--- config.mk ---
export PLATFORM = sky130hd
export DESIGN_NAME = stable_priority_queue_core
export DESIGN_NICKNAME = d
export VERILOG_FILES = /design/src/rtl/spq_pkg.sv /design/src/rtl/spq_cell.sv /design/src/rtl/stable_priority_queue_core.sv
export SDC_FILE = /design/constraint.sdc
export NUM_CORES = 2
export LEC_CHECK = 0
export BUFFER_PORTS_ARGS = -buffer_cell sky130_fd_sc_hd__buf_2
export CAP_MARGIN = 20
export CORE_ASPECT_RATIO = 1.4
export CORE_MARGIN = 2
export CORE_UTILIZATION = 59
export CTS_CLUSTER_DIAMETER = 120
export DETAILED_ROUTE_END_ITERATION = 6
export PLACE_DENSITY = 0.77
export SETUP_SLACK_MARGIN = 0.1
export SYNTH_ARGS = -nofsm -noshare
export SYNTH_HDL_FRONTEND = slang
export SYNTH_HIERARCHICAL = 1
export SYNTH_SLANG_ARGS = --single-unit
--- constraint.sdc ---
create_clock -name clk -period 3.6 [get_ports clk]
set_clock_uncertainty 0.05 [all_clocks]
set_input_delay 0.54 -clock clk [delete_from_list [all_inputs] [get_ports clk]]
set_output_delay 0.54 -clock clk [all_outputs]
set_load 0.01 [all_outputs]
--- src/rtl/spq_pkg.sv ---
// Shared types and codes for the stable priority queue.
package spq_pkg;

	localparam int unsigned DataW    = 32;
	localparam int unsigned CountOutW = 5;

	typedef enum logic [1:0] {
		CMD_PUSH  = 2'd0,
		CMD_POP   = 2'd1,
		CMD_CLEAR = 2'd2,
		CMD_NONE  = 2'd3
	} cmd_t;

	typedef enum logic [1:0] {
		ST_OK    = 2'd0,
		ST_EMPTY = 2'd1,
		ST_FULL  = 2'd2
	} status_t;

	// one stored entry
	typedef struct packed {
		logic [DataW-1:0] value;
		logic [DataW-1:0] prio;
	} entry_t;

	// broadcast from the controller to every cell
	typedef struct packed {
		logic             push_en;
		logic             pop_en;
		logic [DataW-1:0] value;
		logic [DataW-1:0] prio;
	} cell_ctrl_t;

endpackage

--- src/rtl/spq_cell.sv ---
// One slot of the sorted queue: compare against the pushed priority and shift.
module spq_cell
	import spq_pkg::*;
(
	input  logic       clk,
	input  cell_ctrl_t ctrl,
	input  logic       occupied,
	input  logic       left_ge,
	input  entry_t     left_entry,
	input  entry_t     right_entry,
	output logic       ge,
	output entry_t     entry,
	output entry_t     entry_d
);

	entry_t entry_q;

	// stored entry ranks ahead of (or ties with) the new one
	assign ge = occupied && ($signed(entry_q.prio) >= $signed(ctrl.prio));

	always_comb begin
		entry_d = entry_q;
		if (ctrl.push_en) begin
			if (!ge) begin
				if (left_ge) begin
					entry_d.value = ctrl.value;
					entry_d.prio  = ctrl.prio;
				end else begin
					entry_d = left_entry;
				end
			end
		end else if (ctrl.pop_en) begin
			entry_d = right_entry;
		end
	end

	always_ff @(posedge clk) begin
		entry_q <= entry_d;
	end

	assign entry = entry_q;

endmodule

--- src/rtl/stable_priority_queue_core.sv ---
// Top level of the stable priority queue: cell chain, count and result register.
// The result word for a command is presented in the cycle after it is accepted.
// Throughput: one command word per cycle unless the output stalls; every slot compares and
//   shifts in parallel, so its 32-bit priority compare plus shift select sets the clock.
// Reset (arst_n low) clears the entry count and the output valid; slot contents stay
//   undefined and are never observed, since only slots below the count are read.
module stable_priority_queue_core
	import spq_pkg::*;
#(
	parameter int unsigned DEPTH = 16
) (
	input  logic        clk,
	input  logic        arst_n,
	input  logic        s_tvalid,
	output logic        s_tready,
	input  logic [63:0] s_tdata,   // [31:0] value, [63:32] priority_req
	input  logic [1:0]  s_tuser,   // [1:0] cmd
	output logic        m_tvalid,
	input  logic        m_tready,
	output logic [39:0] m_tdata    // [31:0] head_value, [32] head_valid,
	                               // [37:33] entry_count, [39:38] status
);

	localparam int unsigned CW = $clog2(DEPTH + 1);
	localparam int unsigned WW = (CW > CountOutW) ? CW : CountOutW;

	// ---------------------------------------------------------------
	// Input decode
	// ---------------------------------------------------------------
	logic          accept;
	cmd_t          cmd;
	logic [CW-1:0] count_q;
	logic [CW-1:0] count_d;
	logic          full;
	logic          empty;
	status_t       status_d;
	cell_ctrl_t    ctrl;

	assign accept = s_tvalid && s_tready;
	assign cmd    = cmd_t'(s_tuser);
	assign full   = (count_q == CW'(DEPTH));
	assign empty  = (count_q == '0);

	always_comb begin
		ctrl.push_en = 1'b0;
		ctrl.pop_en  = 1'b0;
		ctrl.value   = s_tdata[31:0];
		ctrl.prio    = s_tdata[63:32];
		count_d      = count_q;
		status_d     = ST_OK;
		if (accept) begin
			unique case (cmd)
				CMD_PUSH: begin
					if (full) begin
						status_d = ST_FULL;
					end else begin
						ctrl.push_en = 1'b1;
						count_d      = count_q + CW'(1);
					end
				end
				CMD_POP: begin
					if (empty) begin
						status_d = ST_EMPTY;
					end else begin
						ctrl.pop_en = 1'b1;
						count_d     = count_q - CW'(1);
					end
				end
				CMD_CLEAR: count_d = '0;
				default:   count_d = count_q; // unused code leaves the queue alone
			endcase
		end
	end

	always_ff @(posedge clk or negedge arst_n) begin
		if (!arst_n) begin
			count_q <= '0;
		end else begin
			count_q <= count_d;
		end
	end

	// ---------------------------------------------------------------
	// Cell chain: slot 0 is the head. On push, the first cell that does not
	// rank ahead of the new word takes it and everything behind shifts back.
	// On pop, every cell but the tail takes its right neighbor; the tail keeps its own.
	// ---------------------------------------------------------------
	logic   [DEPTH-1:0] ge;
	entry_t             entry   [DEPTH];
	entry_t             entry_d [DEPTH];

	for (genvar i = 0; i < DEPTH; i++) begin : g_cell
		logic   occupied;
		logic   left_ge;
		entry_t left_entry;
		entry_t right_entry;

		assign occupied = (CW'(i) < count_q);

		if (i == 0) begin : g_head
			assign left_ge    = 1'b1;
			assign left_entry = entry[0];
		end else begin : g_body
			assign left_ge    = ge[i-1];
			assign left_entry = entry[i-1];
		end

		if (i == DEPTH - 1) begin : g_tail
			assign right_entry = entry[i];
		end else begin : g_mid
			assign right_entry = entry[i+1];
		end

		spq_cell u_cell (
			.clk         (clk),
			.ctrl        (ctrl),
			.occupied    (occupied),
			.left_ge     (left_ge),
			.left_entry  (left_entry),
			.right_entry (right_entry),
			.ge          (ge[i]),
			.entry       (entry[i]),
			.entry_d     (entry_d[i])
		);
	end

	// ---------------------------------------------------------------
	// Result word register; a new command is taken while the held word drains
	// ---------------------------------------------------------------
	logic          m_valid_q;
	logic [39:0]   m_data_q;
	logic          head_valid_d;
	logic [WW-1:0] count_wide;

	assign head_valid_d = (count_d != '0);
	assign count_wide   = WW'(count_d);
	assign s_tready     = !m_valid_q || m_tready;

	always_ff @(posedge clk or negedge arst_n) begin
		if (!arst_n) begin
			m_valid_q <= 1'b0;
		end else if (s_tready) begin
			m_valid_q <= s_tvalid;
		end
	end

	always_ff @(posedge clk) begin
		if (accept) begin
			m_data_q[31:0]  <= head_valid_d ? entry_d[0].value : '0;
			m_data_q[32]    <= head_valid_d;
			m_data_q[37:33] <= count_wide[CountOutW-1:0];
			m_data_q[39:38] <= status_d;
		end
	end

	assign m_tvalid = m_valid_q;
	assign m_tdata  = m_data_q;

	// ---------------------------------------------------------------
	// Checks
	// ---------------------------------------------------------------
	a_count_bound: assert property (@(posedge clk) disable iff (!arst_n)
		count_q <= CW'(DEPTH))
		else $error("entry count above depth");

	a_full_drop: assert property (@(posedge clk) disable iff (!arst_n)
		accept && cmd == CMD_PUSH && full |=> count_q == CW'(DEPTH) && m_data_q[39:38] == ST_FULL)
		else $error("push on full not dropped");

	a_empty_head: assert property (@(posedge clk) disable iff (!arst_n)
		m_valid_q && !m_data_q[32] |-> m_data_q[31:0] == '0)
		else $error("head value nonzero while empty");

	a_result_follows: assert property (@(posedge clk) disable iff (!arst_n)
		accept |=> m_valid_q)
		else $error("accepted command produced no result");

endmodule

**Word level (Yosys, flattened, before mapping)**

Cells that the tools add are included.

- Flip-flop bits (word level): 1070
- Input port bits: 70

- $add $sub $neg: 2
- $lt $le $gt $ge: 32
- Equality and inequality tests: 18
- Muxes and demuxes: 72
- Bitwise operators: 1
- Reductions and logical operators: 39

Operators with widths:

| operator | number |
|---|---|
| $mux 64 | 60 |
| $ge 32x32->1 | 16 |
| $lt 4x5->1 const A | 8 |
| $reduce_and 2->1 | 16 |
| $ne 2x2->1 const B | 15 |
| $lt 3x5->1 const A | 4 |
| $logic_and 1x1->1 | 17 |
| $mux 5 | 3 |
| $pmux 5 s3 | 1 |
| $lt 1x5->1 const A | 2 |
| $lt 2x5->1 const A | 2 |
| $add 5x1->5 const B | 1 |
| $eq 5x5->1 const B | 1 |
| $logic_not 5->1 | 1 |
| $mux 1 | 5 |
| $reduce_bool 5->1 | 1 |
| $sub 5x1->5 const B | 1 |
| $mux 2 | 2 |
| $pmux 2 s2 | 1 |
| $eq 2x1->1 const B | 1 |
| $eq 2x2->1 const B | 1 |
| $logic_not 2->1 | 1 |
| $reduce_bool 2->1 | 1 |
| $logic_not 1->1 | 1 |
| other kinds (2) | 2 |

**Depth between registers and ports, before layout**

- Depth in word-level cells: 6
- Depth in mapped cells: 19

**Hierarchy**

Netlist, hierarchy kept.

Modules (own cells, without submodules):

| module | times used | cells an instance | area each (um2) |
|---|---|---|---|
| spq_cell (g_cell[0].u_cell ...) | 10 | 595 | 4999.8 |
| spq_cell (g_cell[4].u_cell ...) | 6 | 549 | 4631.9 |
| stable_priority_queue_core | 1 | 215 | 2436.1 |

**Worst setup path after synthesis**

No wires, ideal clock.

- Kind: input port to flip-flop
- From: input port m_tready
- To: register m_data_q[11], in the netlist m_tdata[11], data pin
- Arrival: 3419 ps
- Required time: 3276 ps
- Path slack: -143 ps
- Cell stages on the path: 9
- Buffers on the path: 3
- Cell sequence: nand2b_1 > clkbuf_1 > nand3_1 > nor2_1 > buf_2 > clkbuf_1 > o22ai_1 > inv_1 > a31oi_1

RTL lines:

| item | line | source |
|---|---|---|
| start, declared | stable_priority_queue_core.sv:19 | `input logic m_tready,` |
| end signal, assigned | stable_priority_queue_core.sv:149 | `m_data_q[31:0] <= head_valid_d ? entry_d[0].value : '0;` |
| end, declared | stable_priority_queue_core.sv:131 | `logic [39:0] m_data_q;` |

==> out/qor.yml <==
outcome:
  status: "finished, violations left"
  violations: "design-rule violations"
pwr:
  p_leak_uw: 0.0376
  p_per_area_nw_per_um2: 899
  ir_worst_vdd_mv: 0.697
cells_and_area:
  nets: 10000
  mostFrequentLayoutCells: "a21oi_1 (1,138), nand3_1 (1,122), dfxtp_1 (1,024), mux2_2 (703), mux2i_1 (652)"
  syn_to_final_growth_pct: 10.6
  drive_gt1_frac: 0.192
  final_common_cell: "a21oi_1"
die:
  fp.dieW_um: 316
  rows: 160
  fp.dieH_um: 440
  core_area_um2: 135000
  ios: 112
  die_area_um2: 139000
  initial_core_util: 0.593
grt:
  grt_util_all_layers: 0.369
  grt_pass1_wl_um: 416000
  grt_pass1_vias: 77500
  antenna_found_initial: 5
  grt_max_degree: 96
  grt_overflow: 0
sta:
  setup_viol: 0
  maxSlewHeadroom: 0.341
  tightest_slew_ns: 0.968
  rsz0062_at_grt: "true"
  fmax_ghz: 0.288
  fin_crit_sh: 0.966
  period_minus_slack_ns: 3.48
  fin_setup_tns_ns: 0
  setup_ws_ns: 0.123
  hold_viol: 0
  fin_hold_ws_ns: 0.0714
  report.final.slew_viol_count: 0
synthesis:
  synth.avg_cell_area_um2: 8.48
  syn_inst: 9458
  synth_warnings: 6
  syn_nets: 10000
  syn_area_um2: 80200
drt:
  routed_wl_um: 266000
  drt_pass1_iterations: 7
  drt_iter0_drc: 7127
  drc: 1
  post_drt_wl_per_cell_um: 23.5
  via_count: 78100
  viasPerCell: 6.90
  ant_nets: 0
critical_path:
  crit_path_top_delay_cell: "dfxtp_1"
  critPathKind: "flip-flop to flip-flop"
  cpMostUsedCell: "buf_4"
  cp-end-kind: "flip-flop"
  cp_cell_sequence: "ha_1 -> nand4_1 -> buf_4 -> nor3_1 -> o21ai_1 -> a31oi_1 -> buf_4 -> o221ai_4 -> inv_4 -> buf_12 -> mux2_2 -> o31ai_1 -> buf_4 -> o22ai_1"
  cp.required_ns: 4.20
  startpoint_type: "flip-flop"
  critPathMaxFanout: 25
  cp.arrival_ns: 4.08
  critPathMaxStageDelay_ns: 0.38
  r2r_setup_slack_ns: 0.12
hold_path:
  hp-class: "primary input to asynchronous set/reset pin"
place:
  dpl_worst_slack_ns: -0.394
  dp.final_hpwl_um: 188000
  io_buffers: 111
  place_congestion: 0.960
clocking:
  h-tree-depth: 3
  cts_tree: "built"
  cts_buffer_depth: 3
  clkLatencyLatePin_ns: 0.79
  clkTransAtPathRegs_ns: 0.07
  numCtsBuffers: 113
  cts_root_buf: "clkbuf_16"
  cts.sinks: 1070
run:
  max_cap_viol_count: 0
==> layout make-up <==
type,count,area [µm²]
Antenna cell,3,7.51
Clock buffer,171,3470
Clock inverter,36,488
Fill cell,11200,46600
Inverter,579,2190
Multi-Input combinational cell,6929,51300
Sequential cell,1070,21900
Tap cell,1782,2230
Timing Repair Buffer,748,7120
==> power by group <==
| group | internal [µW] | total (µW) | leakage (µW) | switching [µW] |
|---|---|---|---|---|
| logic | 19100 | 41900 | 0.0267 | 22800 |
| clock network | 7340 | 12800 | 0.00197 | 5420 |
| registers | 17600 | 25100 | 0.00894 | 7420 |
==> path summary, 6_finish.rpt <==
kind | to | cells past startpoint | startpoint
setup reg to reg | g_cell[10].u_cell/entry[52] | 14 | g_cell[9].u_cell/entry[15]
hold reg to reg | g_cell[6].u_cell/entry[34] | 2 | g_cell[6].u_cell/entry[34]
max in group asynchronous | count_q[3] | 2 | arst_n
hold / removal | count_q[0] | 2 | arst_n
min in group clk | m_tvalid | 3 | m_tready
setup / recovery | g_cell[10].u_cell/entry[52] | 14 | g_cell[9].u_cell/entry[15]
==> metrics by stage <==
step	instance area [µm²]	cells	utilization	total power, µW
2_1_floorplan	80200	9458	-	54300
6_report	88700	11300	0.655	79800
3_3_place_gp	84600	11100	0.626	64000
3_5_place_dp	84600	11100	0.626	65700
4_1_cts	88600	11300	0.655	78600
5_1_grt	88700	11300	0.655	84600
==> registers in the layout (all words and copies together), names as in the netlist <==
name and flops:
g_cell.u_cell/entry 1024, count_q 5, m_tdata 40, m_tvalid 1
==> what timing repair did <==
item                                    in CTS  in global routing
setup buffers                                0                  2
endpoints found under the setup margin     183                 83
pin swaps                                    0                  1
resized for setup                            3                  7
hold endpoints to repair                     7                  0
hold buffers                                 2                  0
==> worst max-delay path, delay by kind of cell (launching register included) <==
family / cells / cell delay (ns)
flip-flops: 1 / 0.38
AND/OR/NAND/NOR: 2 / 0.38
adder cells (fa/ha/maj): 1 / 0.33
buffers and inverters: 5 / 0.84
multiplexers: 1 / 0.36
AO/OA/AOI/OAI: 5 / 0.94
==> routing by layer <==
metal / vias up / part of all wire / track usage
li1: 35700 / - / -
met1: 37300 / 0.37 / 0.410
met2: 3708 / 0.47 / 0.621
met3: 1306 / 0.070 / 0.0601
met4: 0 / 0.089 / 0.299
met5: - / 0 / 0
No activity file was read; power rests on OpenSTA's default activity.
